$ cat config.mk
export PLATFORM = sky130hd
export DESIGN_NAME = sebv_isqrt
export DESIGN_NICKNAME = d
export VERILOG_FILES = /design/src/hw/rtl/soft_ellipsoid_brush_voxel_unit_macros.svh /design/src/hw/rtl/sebv_pkg.sv /design/src/hw/rtl/sebv_isqrt.sv
export SDC_FILE = /design/constraint.sdc
export NUM_CORES = 1
export LEC_CHECK = 0
export BUFFER_PORTS_ARGS = -buffer_cell sky130_fd_sc_hd__buf_2
export CORE_AREA = 2 2 325 327
export DETAILED_ROUTE_END_ITERATION = 7
export DIE_AREA = 0 0 327 329
export GPL_TIMING_DRIVEN = 0
export SETUP_SLACK_MARGIN = 0.02
export SYNTH_ARGS = -nofsm -noshare
export SYNTH_HDL_FRONTEND = slang
export SYNTH_SLANG_ARGS = --single-unit
$ cat constraint.sdc
create_clock -name clk_i -period 11.7 [get_ports clk_i]
set_input_delay 0 -clock clk_i [delete_from_list [all_inputs] [get_ports clk_i]]
set_output_delay 0 -clock clk_i [all_outputs]
set_load 0.01 [all_outputs]
$ cat src/hw/rtl/soft_ellipsoid_brush_voxel_unit_macros.svh
// Assertion macros shared by the soft ellipsoid brush voxel unit.
`ifndef SOFT_ELLIPSOID_BRUSH_VOXEL_UNIT_MACROS_SVH
`define SOFT_ELLIPSOID_BRUSH_VOXEL_UNIT_MACROS_SVH
`ifndef ASSERT_OFF
`define SEBV_ASSERT(lbl, prop, msg) \
  lbl: assert property (@(posedge clk_i) disable iff (!rst_ni) (prop)) else $error(msg);
`define SEBV_ASSERT_NEXT(lbl, ante, cons, msg) \
  lbl: assert property (@(posedge clk_i) disable iff (!rst_ni) (ante) |=> (cons)) \
    else $error(msg);
`else
`define SEBV_ASSERT(lbl, prop, msg)
`define SEBV_ASSERT_NEXT(lbl, ante, cons, msg)
`endif
`endif

$ cat src/hw/rtl/sebv_pkg.sv
// Types, widths and constants of the soft ellipsoid brush voxel unit.
package sebv_pkg;

  localparam int IDX_W   = 10;  // voxel index bits
  localparam int FRAC_W  = 16;  // fraction bits of coordinates
  localparam int SCALE_W = 24;
  localparam int OFF_W   = 32;
  localparam int TRANS_W = 16;
  localparam int VAL_W   = 8;

  localparam int CFG_DATA_W = 32;
  localparam int CFG_IDX_W  = 3;

  localparam int PROD_W = IDX_W + SCALE_W;
  localparam int C_W    = ((PROD_W + 1 > OFF_W) ? PROD_W + 1 : OFF_W) + 1;
  localparam int MAG_W  = FRAC_W + 2;       // |c| saturated at 2.0
  localparam int SQ_W   = 2 * FRAC_W + 3;
  localparam int SUM_W  = 2 * FRAC_W + 4;
  localparam int RAD_W  = 2 * FRAC_W + 2;   // band sums stay below (2.0)^2
  localparam int RADX_W = RAD_W + 1;
  localparam int ROOT_W = FRAC_W + 1;
  localparam int N_W    = FRAC_W + 3;
  localparam int N255_W = N_W + 8;
  localparam int NUM_W  = FRAC_W + 9;
  localparam int QUOT_W = 8;

  localparam int SQRT_STEPS  = 2;
  localparam int SQRT_STAGES = (ROOT_W + SQRT_STEPS - 1) / SQRT_STEPS;
  localparam int DIV_STEPS   = 2;
  localparam int DIV_STAGES  = (QUOT_W + DIV_STEPS - 1) / DIV_STEPS;

  localparam logic [FRAC_W:0]    ONE     = (FRAC_W + 1)'(1) << FRAC_W;
  localparam logic [C_W-1:0]     SAT_MAG = C_W'(2) << FRAC_W;
  localparam logic [SCALE_W-1:0] SCALE_RST = SCALE_W'(1) << FRAC_W;
  localparam logic [TRANS_W-1:0] TRANS_RST = TRANS_W'(13107);

  localparam logic [VAL_W-1:0] VAL_OUT = VAL_W'(0);
  localparam logic [VAL_W-1:0] VAL_MIN = VAL_W'(1);
  localparam logic [VAL_W-1:0] VAL_MAX = VAL_W'(254);

  typedef enum logic [CFG_IDX_W-1:0] {
    REG_SCALE_X    = 3'd0,
    REG_SCALE_Y    = 3'd1,
    REG_SCALE_Z    = 3'd2,
    REG_OFFSET_X   = 3'd3,
    REG_OFFSET_Y   = 3'd4,
    REG_OFFSET_Z   = 3'd5,
    REG_TRANSITION = 3'd6,
    REG_POLARITY   = 3'd7
  } reg_idx_e;

  typedef enum logic [1:0] {
    CLS_OUT  = 2'd0,
    CLS_CORE = 2'd1,
    CLS_BAND = 2'd2
  } cls_e;

  typedef struct packed {
    logic valid;
    cls_e cls;
  } stage_tag_t;

  // band width t moved from Q0.16 to FRAC_W fraction bits
  function automatic logic [FRAC_W-1:0] tf_of(input logic [TRANS_W-1:0] t);
    logic [TRANS_W+FRAC_W-1:0] w;
    w = {t, {FRAC_W{1'b0}}} >> TRANS_W;
    return w[FRAC_W-1:0];
  endfunction

endpackage

$ cat src/hw/rtl/sebv_isqrt.sv
// Pipelined digit-by-digit integer square root, SQRT_STEPS root bits a stage.
module sebv_isqrt import sebv_pkg::*; (
  input  logic              clk_i,
  input  logic              rst_ni,
  input  logic              en_i,
  input  stage_tag_t        tag_i,
  input  logic [RAD_W-1:0]  rad_i,
  output stage_tag_t        tag_o,
  output logic [ROOT_W-1:0] root_o
);

  stage_tag_t        tag_q  [SQRT_STAGES];
  logic [RAD_W-1:0]  rem_q  [SQRT_STAGES];
  logic [ROOT_W-1:0] root_q [SQRT_STAGES];

  for (genvar s = 0; s < SQRT_STAGES; s++) begin : g_stage
    stage_tag_t        tag_in;
    logic [RAD_W-1:0]  rem_in;
    logic [ROOT_W-1:0] root_in;
    logic [RAD_W-1:0]  rem_nx;
    logic [ROOT_W-1:0] root_nx;

    if (s == 0) begin : g_first
      assign tag_in  = tag_i;
      assign rem_in  = rad_i;
      assign root_in = '0;
    end else begin : g_next
      assign tag_in  = tag_q[s-1];
      assign rem_in  = rem_q[s-1];
      assign root_in = root_q[s-1];
    end

    // rem holds rad - root^2; adding 2^bi to root costs root*2^(bi+1) + 4^bi
    always_comb begin
      int bi;
      logic [RADX_W-1:0] inc;
      rem_nx  = rem_in;
      root_nx = root_in;
      for (int j = 0; j < SQRT_STEPS; j++) begin
        bi  = ROOT_W - 1 - (s * SQRT_STEPS + j);
        inc = '0;
        if (bi >= 0) begin
          inc = (RADX_W'(root_nx) << (bi + 1)) + (RADX_W'(1) << (2 * bi));
          if (RADX_W'(rem_nx) >= inc) begin
            rem_nx  = rem_nx - inc[RAD_W-1:0];
            root_nx = root_nx | (ROOT_W'(1) << bi);
          end
        end
      end
    end

    always_ff @(posedge clk_i or negedge rst_ni) begin
      if (!rst_ni) begin
        tag_q[s] <= '{valid: 1'b0, cls: CLS_OUT};
      end else if (en_i) begin
        tag_q[s] <= tag_in;
      end
    end

    always_ff @(posedge clk_i) begin
      if (en_i) begin
        rem_q[s]  <= rem_nx;
        root_q[s] <= root_nx;
      end
    end
  end

  assign tag_o  = tag_q[SQRT_STAGES-1];
  assign root_o = root_q[SQRT_STAGES-1];

endmodule

# [Word level (Yosys, flattened, before mapping)]
# Memory sizes are Yosys's and may differ from the RTL's.
# Index checks and enable logic that the tools add are counted.
[word_totals] word_cells=106 output_inout_bits=20 ram_bits=459 mem_count=2 ff_bits=27 inputBits=40
[op_classes] order_cmp=17 addsub=33 n_mux=36
[mem_list] name="rem_q" depth=9 word_bits=34 rd=8 rd_ports_with_merged_regs=0 write_ports=9 line_no="sebv_isqrt.sv:13" text="logic [RAD_W-1:0] rem_q [SQRT_STAGES];"
[mem_list] name="root_q" depth=9 word_bits=17 rd=9 rd_ports_with_merged_regs=0 write_ports=9 line_no="sebv_isqrt.sv:14" text="logic [ROOT_W-1:0] root_q [SQRT_STAGES];"
[op_table] op="$mux 34" n=17
[op_table] op="$add 33x31->34 const B" n=1
[op_table] op="$ge 34x19->1" n=1
[op_table] op="$ge 34x20->1" n=1
[op_table] op="$ge 34x21->1" n=1
[op_table] op="$ge 34x22->1" n=1
[op_table] op="$ge 34x23->1" n=1
[op_table] op="$ge 34x24->1" n=1
[op_table] op="$ge 34x25->1" n=1
[op_table] op="$ge 34x26->1" n=1
[op_table] op="$ge 34x27->1" n=1
[op_table] op="$ge 34x28->1" n=1
[op_table] op="$ge 34x29->1" n=1
[op_table] op="$ge 34x30->1" n=1
[op_table] op="$ge 34x31->1" n=1
[op_table] op="$ge 34x32->1" n=1
[op_table] op="$ge 34x33->1" n=1
[op_table] op="$ge 34x33->1 const B" n=1
[op_table] op="$ge 34x34->1" n=1
[op_table] op="$sub 34x19->34" n=1
[op_table] op="$sub 34x20->34" n=1
[op_table] op="$sub 34x21->34" n=1
[op_table] op="$sub 34x22->34" n=1
[op_table] op="$sub 34x23->34" n=1
[op_table] op="44 further kinds" n=46

# [Depth between registers and ports, before layout]
# Gate-level depths: netlist of run 1.
# An unclocked memory read counts as a cell.
[logic_depth] word_depth=7 mapped_depth=27 ltp_nobuf=21

# [Worst setup path after synthesis of run 1]
# Ideal clock, no wire load.
[synth_timing] kind="register to register" from="mem rem_q[0][216] in the netlist's numbering" to="mem rem_q[0][244] in the netlist's numbering, data pin" stages_incl_launch_ff=23 synth_period_minus_slack_ns=5.220 path_slack_ns=6.480 n_path_buf=6 arrival_time_ns=4.958 setup_time_ns=0.262 required_ns=11.438 path_cell_list="edfxtp_1 > ha_1 > clkbuf_1 > and4_1 > nand3_1 > o211ai_1 > or2_0 > clkbuf_2 > or2_1 > clkbuf_1 > clkbuf_1 > nor2_1 > a21oi_1 > ha_1 > clkbuf_1 > nor3b_1 > a221o_1 > o21a_1 > o311ai_2 > nand4_2 > nor3_4 > buf_6 > mux2_1"
[synth_lines] item="start: declaration" line_no="sebv_isqrt.sv:13"

==> results by group, run 1 <==
Clocking
  – Reg clk slew, reported paths: 0.06 ns
  – Clock Root Buffer: clkbuf_16
  – TritonCTS clock tree: done
  – H-tree depth: 2
  – # resized after CTS: 0
  – Clock latency on the worst-skew pair: approximately 0.6 ns
  – CTS Buffer Depth: 3
  – Cts bufs inserted: between 40 and 50
  – Total clock sinks: 388

Worst setup path
  – Worst EP arrival: 7.02 ns
  – Crit path capture type: flip-flop
  – CP startpoint kind: flip-flop
  – Largest driver fanout on the critical path: 10
  – Worst setup path startpoint: root_q[6][7]
  – Crit Reg-Reg Endpoint: rem_q[0][256]
  – Timing endpoint of the critical path: rem_q[0][256]
  – Startpoint of the most critical register-to-register path: root_q[6][7]
  – Slack of the worst reg-to-reg path: about 5 ns
  – Required arrival time at the worst endpoint: 12.00 ns
  – Cells on worst reg2reg path: 21
  – Worst Path Class, Setup: flip-flop to flip-flop

Yosys
  – Most frequent cells after synthesis: edfxtp_1 (361), nand2_1 (184), nor2_1 (178)
  – Count of cell types in the netlist: 96
  – Most used flip-flop cell after synthesis: edfxtp_1
  – Top cells by area in the synthesized netlist: edfxtp_1 (44%), ha_1 (8.9%), xnor2_1 (4.4%)
  – Simple-gate area share of the yosys netlist: 16.82%
  – Proportion of register bits with asynchronous set or reset after synthesis: ~7.0%
  – Leading area contributor after synthesis: edfxtp_1
  – Share of the synthesized area in compound gates (AO/OA/AOI/OAI): 13.89%
  – Number of synthesized register bits: 388
  – EDFF count, synth: 361
  – Most used standard cell by instance count after synthesis: edfxtp_1
  – Sequential share of the synthesized area: 46.56%
  – Xor/xnor share of the synthesized area: 7.011%
  – Adder and majority cell fraction of the synthesized area: slightly below 9%
  – Synth top area share: around 44%
  – Combinational family with the most area after synthesis: simple AND/OR/NAND/NOR gates
  – Mux share of post-synthesis cell area: 3.506%
  – Gate count of the mapped netlist: 2351
  – Netlist area before placement: 0.02473 mm²
  – Post-synth net total: around 2600
  – Mean instance size in the synthesized netlist: 10.52 µm²
  – Yosys warning count: 0

Timing
  – Number of setup violations in the final report: 0
  – Unrepaired setup endpoints after global routing: no
  – Sum Neg Setup Slack: 0 ns
  – Final critical-path share of the clock period: 57.42%
  – Hold Fails Final Rpt: 0
  – Highest Clock Rate: roughly 150 MHz
  – Worst max-slew margin expressed relative to the limit: 34.15%
  – Post-Route Hold Slack: 0.1142 ns
  – Final critical-path required period: 6.719 ns
  – Final Slew Violations: 0
  – Clk_skew: 0.05581 ns
  – Slew at the pin with the worst max-slew slack: 0.9749 ns

Die
  – Die footprint: roughly 0.11 mm²
  – Die height: 329 µm
  – Top-Level Pins: 60
  – Core Area: 0.1044 mm²
  – Floorplan die width: between 300 and 400 µm
  – Placement row count: 119
  – Starting utilization of the core area: between 20% and 30%

GRT
  – Initial antenna violation count: 0
  – Maximum number of pins on one net before global-route repair: 118
  – First-pass GRT wire length: 91470 µm
  – Total routing usage reported by global routing: ~10%
  – Via count of the first global-routing pass: approximately 18000
  – Overflow after GRT: 0

Detailed routing
  – Post-DR wirelength/cell: 14.33 µm
  – Final WL: about 56000 µm
  – Remaining antenna violation count: 0
  – Vias per cell: ~4.5
  – DRC viols: 0
  – Number of vias in the routed layout: 17850
  – Initial DRC count: 857
  – Count of TritonRoute iterations in the first routing pass: 5

Layout
  – Share of layout cells above drive strength 1: under 10%
  – Number of nets in the finished design: 2718
  – Number of antenna cells inserted: 0
  – Area growth, synth to finish: 16.39%
  – Finished layout cell area: roughly 0.029 mm²

Place
  – Instance area at placement: 0.02687 mm²
  – Number of input and output port buffers inserted: 59
  – Routability congestion estimate: 0.8975
  – Sum of net half-perimeters after detailed placement: 43880 µm

Pwr
  – Total Power: just over 6 mW
  – Maximum vdd drop: about 130 µV
  – Leakage power summed over all cells: roughly 11 nW
  – Pwr per Cell Area: 214.5 mW/mm²

Run status
  – Result of the run: completed

Hold path
  – Hold Path Class: primary input to flip-flop
  – Hold Path Cell Cnt: 2

Job
  – Max capacitance violation total: 0
==> layout make-up <==
type	count	area, µm²
repair buffers	105	829.5
flip-flops and latches	388	11520
inverters	151	566.8
clock inverters	21	271.5
multi-input cells	1762	12400
clock buffers	59	1210
fillers	10890	75590
plain buffers	50	252.7
well taps	1391	1740
==> flip-flops by register name (all words and copies together) (netlist names) <==
signal	cells
tag_o	3
g_stage.tag_in	24
root_q	89
rem_q	272
==> critical path: stages (launching register included) <==
cell and delay [ns]:
edfxtp_1 0.42, inv_1 0.10, ha_1 0.28, clkbuf_1 0.25, and4_1 0.29, o21ai_0 0.29
a21oi_1 0.71, or2_1 0.18, clkbuf_1 0.34, clkbuf_1 0.44, nor2_1 0.07, a21oi_1 0.20
ha_1 0.27, clkbuf_1 0.23, nor3b_1 0.22, a221o_1 0.36, o21a_1 0.25, o311ai_2 0.33
nand4_2 0.24, nor3_4 0.37, buf_6 0.22, mux2_1 0.34
==> layout by cell type (no fill, tap or decap), types with 41 or more instances in the layout <==
cell type / synthesis / routed
a21o_1: 55 / 55
a21oi_1: 147 / 147
buf_2: 9 / 67
clkbuf_16: 0 / 46
dlygate4sd3_1: 0 / 41
edfxtp_1: 361 / 361
ha_1: 176 / 176
inv_1: 146 / 146
mux2_2: 44 / 44
nand2_1: 184 / 184
nand3_1: 50 / 50
nor2_1: 178 / 178
nor3_1: 69 / 69
nor4_1: 60 / 60
o21ai_0: 86 / 86
xnor2_1: 123 / 123
xor2_1: 75 / 75
==> cells by family (layout without fill, tap and decap cells) <==
group / after synthesis / in the layout
mux: 79 / 79
xor+xnor: 198 / 198
fa+ha+maj: 176 / 176
compound gates: 519 / 519
buf+inv: 201 / 386
flops: 388 / 388
simple gates: 790 / 790
==> report_power, final <==
group          leakage, nW  internal [mW]  total, mW  switching, mW
registers             3.76           1.92       2.12          0.200
logic                 6.48           1.12       2.67           1.55
clock network        0.709          0.806       1.38          0.576
total                 10.9           3.85       6.18           2.32
==> how the worst min path moves through the flow <==
stage	start	end
2_1_floorplan	rst_ni	g_stage[1].tag_in[0]
3_3_place_gp	rst_ni	g_stage[2].tag_in[0]
3_5_place_dp	rst_ni	g_stage[3].tag_in[0]
4_1_cts	rad_i[28]	rem_q[0][28]
5_1_grt	rad_i[25]	rem_q[0][25]
6_report	rad_i[28]	rem_q[0][28]
==> per-stage QoR <==
step	util, %	setup slack, ns	cells
final	27.58	4.981	3927
after global routing	27.58	4.625	3927
after CTS	27.58	5.010	3927
after detailed placement	25.75	5.066	3805
after global placement	25.65	4.454	3801
after floorplan	-	6.480	2351
==> what timing repair did <==
item | in CTS | in global routing
endpoints found under the setup margin | 0 | 0
hold buffers | 42 | 0
buffers inserted | 0 | 0
endpoints found under the hold margin | 141 | 0
==> layer usage <==
| layer | track usage [%] | wire, µm |
|---|---|---|
| met3 | 1.403 | 1978 |
| met4 | 3.839 | 1976 |
| met1 | 12.87 | 25520 |
| met5 | 0 | 0 |
| met2 | 18.29 | 26790 |
(Power assumes the default switching activity.)
==> run 2, diff against run 1 <==
--- a/config.mk
+++ b/config.mk
@@ -5,10 +5,11 @@
 export SDC_FILE = /design/constraint.sdc
 export NUM_CORES = 1
 export LEC_CHECK = 0
+export ABC_AREA = 1
 export BUFFER_PORTS_ARGS = -buffer_cell sky130_fd_sc_hd__buf_2
-export CORE_AREA = 2 2 325 327
+export CORE_AREA = 2 2 344 346
 export DETAILED_ROUTE_END_ITERATION = 7
-export DIE_AREA = 0 0 327 329
+export DIE_AREA = 0 0 346 348
 export GPL_TIMING_DRIVEN = 0
 export SETUP_SLACK_MARGIN = 0.02
 export SYNTH_ARGS = -nofsm -noshare
==> constraint.sdc (replaced) <==
create_clock -name clk_i -period 5.58 [get_ports clk_i]
set_input_delay 0 -clock clk_i [delete_from_list [all_inputs] [get_ports clk_i]]
set_output_delay 0 -clock clk_i [all_outputs]
set_load 0.01 [all_outputs]
==> results by group, run 2 <==
Clocking
  – H-tree depth: 2
  – Clock latency on the worst-skew pair: 0.66 ns
  – Cts bufs inserted: 48
  – Total clock sinks: slightly below 400
  – CTS Buffer Depth: 3
  – Clock Root Buffer: clkbuf_16
  – TritonCTS clock tree: done
  – Reg clk slew, reported paths: 0.07 ns
  – Buffer count from post-CTS setup fixing: 0

Detailed routing
  – Final WL: about 77000 µm
  – Number of vias in the routed layout: 24130
  – Remaining antenna violation count: 0
  – Initial DRC count: 1604
  – DRC viols: 0
  – Vias per cell: 4.485
  – Post-DR wirelength/cell: 14.26 µm
  – Count of TritonRoute iterations in the first routing pass: 7

Yosys
  – Most used flip-flop cell after synthesis: edfxtp_1
  – Gate count of the mapped netlist: around 3700
  – Yosys warning count: 0
  – Post-synth net total: 3867
  – Sequential share of the synthesized area: 41.49%
  – Count of cell types in the netlist: 57
  – EDFF count, synth: 361
  – Top cells by area in the synthesized netlist: edfxtp_1 (39%), nand2_1 (15%), ha_1 (7.9%)
  – Number of synthesized register bits: 388
  – Most used standard cell by instance count after synthesis: nand2_1
  – Proportion of register bits with asynchronous set or reset after synthesis: approximately 7.0%
  – Most frequent cells after synthesis: nand2_1 (1089), inv_1 (533), nor2_1 (365)
  – Netlist area before placement: 0.02776 mm²
  – Mean instance size in the synthesized netlist: 7.602 µm²
  – Leading area contributor after synthesis: edfxtp_1
  – Synth top area share: 39.06%

Timing
  – Highest Clock Rate: ~190 MHz
  – Post-Route Hold Slack: around 0.07 ns
  – Sum Neg Setup Slack: 0 ns
  – Final critical-path required period: 5.209 ns
  – Slew at the pin with the worst max-slew slack: 0.9629 ns
  – Unrepaired setup endpoints after global routing: no
  – Clk_skew: 0.05867 ns
  – Number of setup violations in the final report: 0
  – Hold Fails Final Rpt: 0
  – Worst max-slew margin expressed relative to the limit: 34.99%
  – Final critical-path share of the clock period: 93.35%
  – Final Slew Violations: 0

Die
  – Die footprint: 0.1204 mm²
  – Placement row count: 126
  – Core Area: 0.1170 mm²
  – Starting utilization of the core area: about a quarter
  – Floorplan die width: 346 µm
  – Die height: about 350 µm
  – Top-Level Pins: 60

Layout
  – Most common cell after layout, fill and taps aside: nand2_1
  – Finished layout cell area: 0.03221 mm²
  – Area growth, synth to finish: 16.03%
  – Number of nets in the finished design: 4020
  – Final instance count without filler cells: between 5000 and 6000
  – Register with the most flip-flops: rem_q
  – Max FFs per register: 272
  – Most frequent cells in the layout: nand2_1 (1089), inv_1 (533), nor2_1 (365)
  – Share of layout cells above drive strength 1: 6.897%

GRT
  – Initial antenna violation count: 0
  – Maximum number of pins on one net before global-route repair: around 120
  – Overflow after GRT: 0
  – First-pass GRT wire length: approximately 120000 µm
  – Via count of the first global-routing pass: around 24000
  – Total routing usage reported by global routing: 12.52%

Pwr
  – Maximum vdd drop: 297.6 µV
  – Pwr per Cell Area: between 400 and 500 mW/mm²
  – Leakage power summed over all cells: around 14 nW
  – Total Power: 14.47 mW

Worst setup path
  – CP startpoint kind: flip-flop
  – Cells on worst reg2reg path: 26
  – Largest driver fanout on the critical path: 10
  – Worst Path Class, Setup: flip-flop to flip-flop
  – Required arrival time at the worst endpoint: roughly 6.0 ns
  – Crit path capture type: flip-flop
  – Worst EP arrival: roughly 5.6 ns

Hold path
  – Hold Path Class: primary input to flip-flop
  – Hold Path Cell Cnt: 2

Place
  – Cell total after placement: 5249
  – Routability congestion estimate: 0.9373
  – Number of input and output port buffers inserted: 59
  – Sum of net half-perimeters after detailed placement: 61270 µm
  – Instance area at placement: 0.03007 mm²

Job
  – Max capacitance violation total: 0

Run status
  – Result of the run: completed
## run 2: area by class of cell
type,count,area (µm²)
Antenna cell,1,2.502
Buffer,40,250.2
Clock buffer,58,1311
Clock inverter,30,406.6
Fill cell,12690,84770
Inverter,545,2051
Multi-Input combinational cell,2678,13940
Sequential cell,388,11520
Tap cell,1536,1922
Timing Repair Buffer,103,808.3
## run 2: where the power goes
part           total [mW]  internal (mW)  switching, mW
Combinational        6.78           2.25           4.52
Sequential           4.39           3.98          0.412
Clock                3.30           1.98           1.32
Total                14.5           8.21           6.25
## run 2: worst max-delay path: stages (launching register included)
cell and delay [ns]:
edfxtp_1 0.51, inv_1 0.13, ha_1 0.37, nand2_1 0.12, nor2_2 0.19, inv_1 0.07
nor2_2 0.09, nand2_1 0.07, nand2_2 0.10, nand2_2 0.12, nand2_4 0.10, buf_4 0.20
clkinv_1 0.32, clkbuf_1 0.37, nand2_1 0.11, o21ai_0 0.17, ha_1 0.42, nand2_1 0.10
nor2_1 0.16, nand2_1 0.07, o21ai_0 0.40, nand2_1 0.11, nand2_1 0.14, nand2_1 0.17
nand3_1 0.11, nand2_1 0.07, and2_1 0.15
## run 2: path summary, 6_finish.rpt
path	startpoint	to	slack, ns
worst max-delay path	root_q[6][9]	rem_q[0][259]	0.37
worst min-delay path	rad_i[24]	rem_q[0][24]	0.07
worst max register to register	root_q[6][9]	rem_q[0][259]	0.37
worst min register to register	rem_q[0][175]	rem_q[0][209]	0.43
max in group asynchronous	rst_ni	g_stage[5].tag_in[1]	5.03
min in group asynchronous	rst_ni	tag_o[1]	0.40
## run 2: layer usage
metal | global-route usage [%] | share of wire (%) | vias up
li1 | - | - | 12310
met1 | 15.36 | 44 | 11080
met2 | 22.24 | 48 | 557
met3 | 1.391 | 3.6 | 172
met4 | 5.213 | 3.9 | 0
met5 | 0 | 0 | -
## run 2: cells by family after synthesis
kind of cell | after synthesis | synth area share (%)
compound gates | 412 | 8.038
xor+xnor | 123 | 3.881
fa+ha+maj | 176 | 7.934
buf+inv | 585 | 8.290
flops | 388 | 41.49
mux | 3 | 0.1217
simple gates | 1964 | 30.24
## run 2: repair_timing
action | in CTS | in global routing
hold buffers | 41 | 0
hold endpoints to repair | 92 | 0
resized for setup | 0 | 0
## run 2: stage by stage
stage                     setup slack, ns  utilization, %
after detailed placement           0.4928           25.70
final                              0.3712           27.53
after global placement             -1.561           25.62
after CTS                          0.4765           27.53
after global routing              0.02462           27.53
after floorplan                     1.804               -
==> run 3, diff against run 2 <==
--- a/config.mk
+++ b/config.mk
@@ -5,12 +5,12 @@
 export SDC_FILE = /design/constraint.sdc
 export NUM_CORES = 1
 export LEC_CHECK = 0
-export ABC_AREA = 1
 export BUFFER_PORTS_ARGS = -buffer_cell sky130_fd_sc_hd__buf_2
-export CORE_AREA = 2 2 344 346
+export CORE_AREA = 2 2 325 327
 export DETAILED_ROUTE_END_ITERATION = 7
-export DIE_AREA = 0 0 346 348
+export DIE_AREA = 0 0 327 329
 export GPL_TIMING_DRIVEN = 0
+export HOLD_SLACK_MARGIN = 0.1
 export SETUP_SLACK_MARGIN = 0.02
 export SYNTH_ARGS = -nofsm -noshare
 export SYNTH_HDL_FRONTEND = slang
==> results by group, run 3 (synthesized netlist as in run 1, its figures left out) <==
Run status
  – Result of the run: completed

Hold path
  – Hold Path Class: primary input to flip-flop
  – Beginning of the worst hold path: rad_i[23]

Die
  – Core Area: 0.1044 mm²
  – Floorplan die width: approximately 330 µm
  – Die footprint: 0.1076 mm²
  – Die height: 329 µm
  – Starting utilization of the core area: 23.70%
  – Top-Level Pins: 60
  – Placement row count: 119

Pwr
  – Switch share: 37.71%
  – Reported net switching power: approximately 4.9 mW
  – Maximum vdd drop: ~260 µV
  – Clock network fraction of design power: 22.1%
  – Total Power: between 10 and 15 mW
  – Comb power frac: 43.9%
  – Reg power frac: 34.0%
  – Pwr per Cell Area: around 450 mW/mm²
  – P_int: 8.161 mW
  – Leakage power summed over all cells: 11.19 nW

Detailed routing
  – Count of TritonRoute iterations in the first routing pass: 5
  – DRC viols: 0
  – Final WL: 57050 µm
  – Number of vias in the routed layout: 18110
  – Initial DRC count: 814
  – Vias per cell: between 4 and 5
  – Remaining antenna violation count: 0
  – Post-DR wirelength/cell: 14.40 µm

Worst setup path
  – Largest driver fanout on the critical path: 10
  – Crit path capture type: flip-flop
  – Slack of the worst reg-to-reg path: around 0.20 ns
  – Required arrival time at the worst endpoint: 5.88 ns
  – Worst EP arrival: roughly 5.7 ns
  – Worst Path Class, Setup: flip-flop to flip-flop
  – Cells on worst reg2reg path: 20
  – Worst setup path startpoint: root_q[6][7]
  – Crit Reg-Reg Endpoint: rem_q[0][256]
  – Startpoint of the most critical register-to-register path: root_q[6][7]
  – CP startpoint kind: flip-flop
  – Timing endpoint of the critical path: rem_q[0][256]

Timing
  – Final critical-path share of the clock period: ~96%
  – Number of setup violations in the final report: 0
  – Sum Neg Setup Slack: 0 ns
  – Clk_skew: around 0.055 ns
  – Final critical-path required period: 5.380 ns
  – Slew at the pin with the worst max-slew slack: 0.9464 ns
  – Hold Fails Final Rpt: 0
  – Highest Clock Rate: 185.9 MHz
  – Final Slew Violations: 0
  – Worst max-slew margin expressed relative to the limit: 36.07%
  – Crit path setup slack, layout: 0.1996 ns
  – Unrepaired setup endpoints after global routing: no
  – Post-Route Hold Slack: 0.1357 ns

Place
  – Number of input and output port buffers inserted: 59
  – Sum of net half-perimeters after detailed placement: 43880 µm
  – Minimum setup slack after placement: -1.054 ns
  – Routability congestion estimate: 0.8975

GRT
  – Overflow after GRT: 0
  – Initial antenna violation count: 0
  – Maximum number of pins on one net before global-route repair: 118
  – Via count of the first global-routing pass: approximately 18000
  – First-pass GRT wire length: 92210 µm
  – Total routing usage reported by global routing: a little over a tenth

Layout
  – Number of antenna cells inserted: 0
  – Most common cell after layout, fill and taps aside: edfxtp_1
  – Register with the most flip-flops: rem_q
  – Most frequent cells in the layout: edfxtp_1 (361), nand2_1 (182), nor2_1 (176)
  – Max FFs per register: 272
  – Final-layout fill cell count: 10850
  – Area growth, synth to finish: 18.84%
  – Number of nets in the finished design: 2752
  – Fraction of the core area covered by cells at the end of the flow: between 20% and 30%
  – Share of layout cells above drive strength 1: 12.37%

Clocking
  – TritonCTS clock tree: done
  – H-tree depth: 2
  – Cts bufs inserted: 44
  – CTS Buffer Depth: 3
  – Clock latency on the worst-skew pair: 0.61 ns
  – Clock Root Buffer: clkbuf_16
  – Total clock sinks: roughly 390
  – Reg clk slew, reported paths: 0.06 ns

Job
  – Max capacitance violation total: 0
run 3: cell count changes in the layout (fill, tap and decap cells not counted), sizes merged, moves of 49 or more:
cell / change
inv: -395
o21ai: -89
nand4: -52
mux2: +58
a21o: +49
nand3: -218
xnor2: +73
nor2: -209
nand2: -930
run 3: worst max-delay path, stage by stage, from the launching register on:
cell and delay, ns:
edfxtp_1 0.41, inv_1 0.10, ha_2 0.41, and4_2 0.28
nand3_1 0.18, o211ai_1 0.28, or2_0 0.14, clkbuf_4 0.20
or2_4 0.16, clkbuf_4 0.21, nor2_1 0.07, a21oi_2 0.18
ha_4 0.26, nor3b_1 0.15, a221o_1 0.36, o21a_1 0.25
o311ai_2 0.33, nand4_2 0.19, nor3_4 0.37, buf_6 0.20
mux2_1 0.33
run 3: metal layers:
layer | up-vias | track usage [%] | wire, µm
met5 | - | 0 | 0
met4 | 0 | 3.949 | 2029
met3 | 109 | 1.415 | 1925
met2 | 301 | 18.43 | 27370
met1 | 8518 | 12.93 | 25720
li1 | 9182 | - | -
run 3: worst min-delay path by stage:
stage / to / slack (ns) / cells past startpoint
2_1_floorplan: g_stage[1].tag_in[0] / -0.30 / 0
3_3_place_gp: g_stage[2].tag_in[0] / 0.02 / 1
5_1_grt: rem_q[0][20] / 0.12 / 2
3_5_place_dp: g_stage[3].tag_in[0] / 0.04 / 1
6_report: rem_q[0][23] / 0.14 / 2
4_1_cts: rem_q[0][23] / 0.10 / 2
run 3: metrics by stage:
step                      instance area [µm²]  instances
after global placement                  26770       3801
after detailed placement                26870       3805
after floorplan                         24730       2351
final                                   29390       3961
after global routing                    29390       3961
after CTS                               29120       3953
run 3: power groups by stage:
stage	sequential (mW)	combinational, mW	clock (mW)
after global routing	4.52	6.45	3.10
final	4.45	5.76	2.90
after global placement	4.52	5.47	0
after CTS	4.45	5.62	2.98
after floorplan	4.35	4.37	0
after detailed placement	4.50	5.53	0
run 3: timing repair:
action                     CTS  global route
pin swaps                    9             9
setup endpoints to repair   94           112
resized for setup           26            58
hold endpoints to repair   142             0
buffers inserted            12            11
hold buffers                61             0
run 3: area by class of cell:
cell class / count / area (µm²) / share of cell area (%)
multi-input combinational: 1762 / 12650 / 43.03
clock inverter: 21 / 271.5 / 0.9237
timing repair buffer: 147 / 1192 / 4.057
inverter: 151 / 566.8 / 1.928
clock buffer: 59 / 1210 / 4.116
sequential: 388 / 11520 / 39.18
tap: 1391 / 1740 / 5.921
buffer: 42 / 249.0 / 0.8471
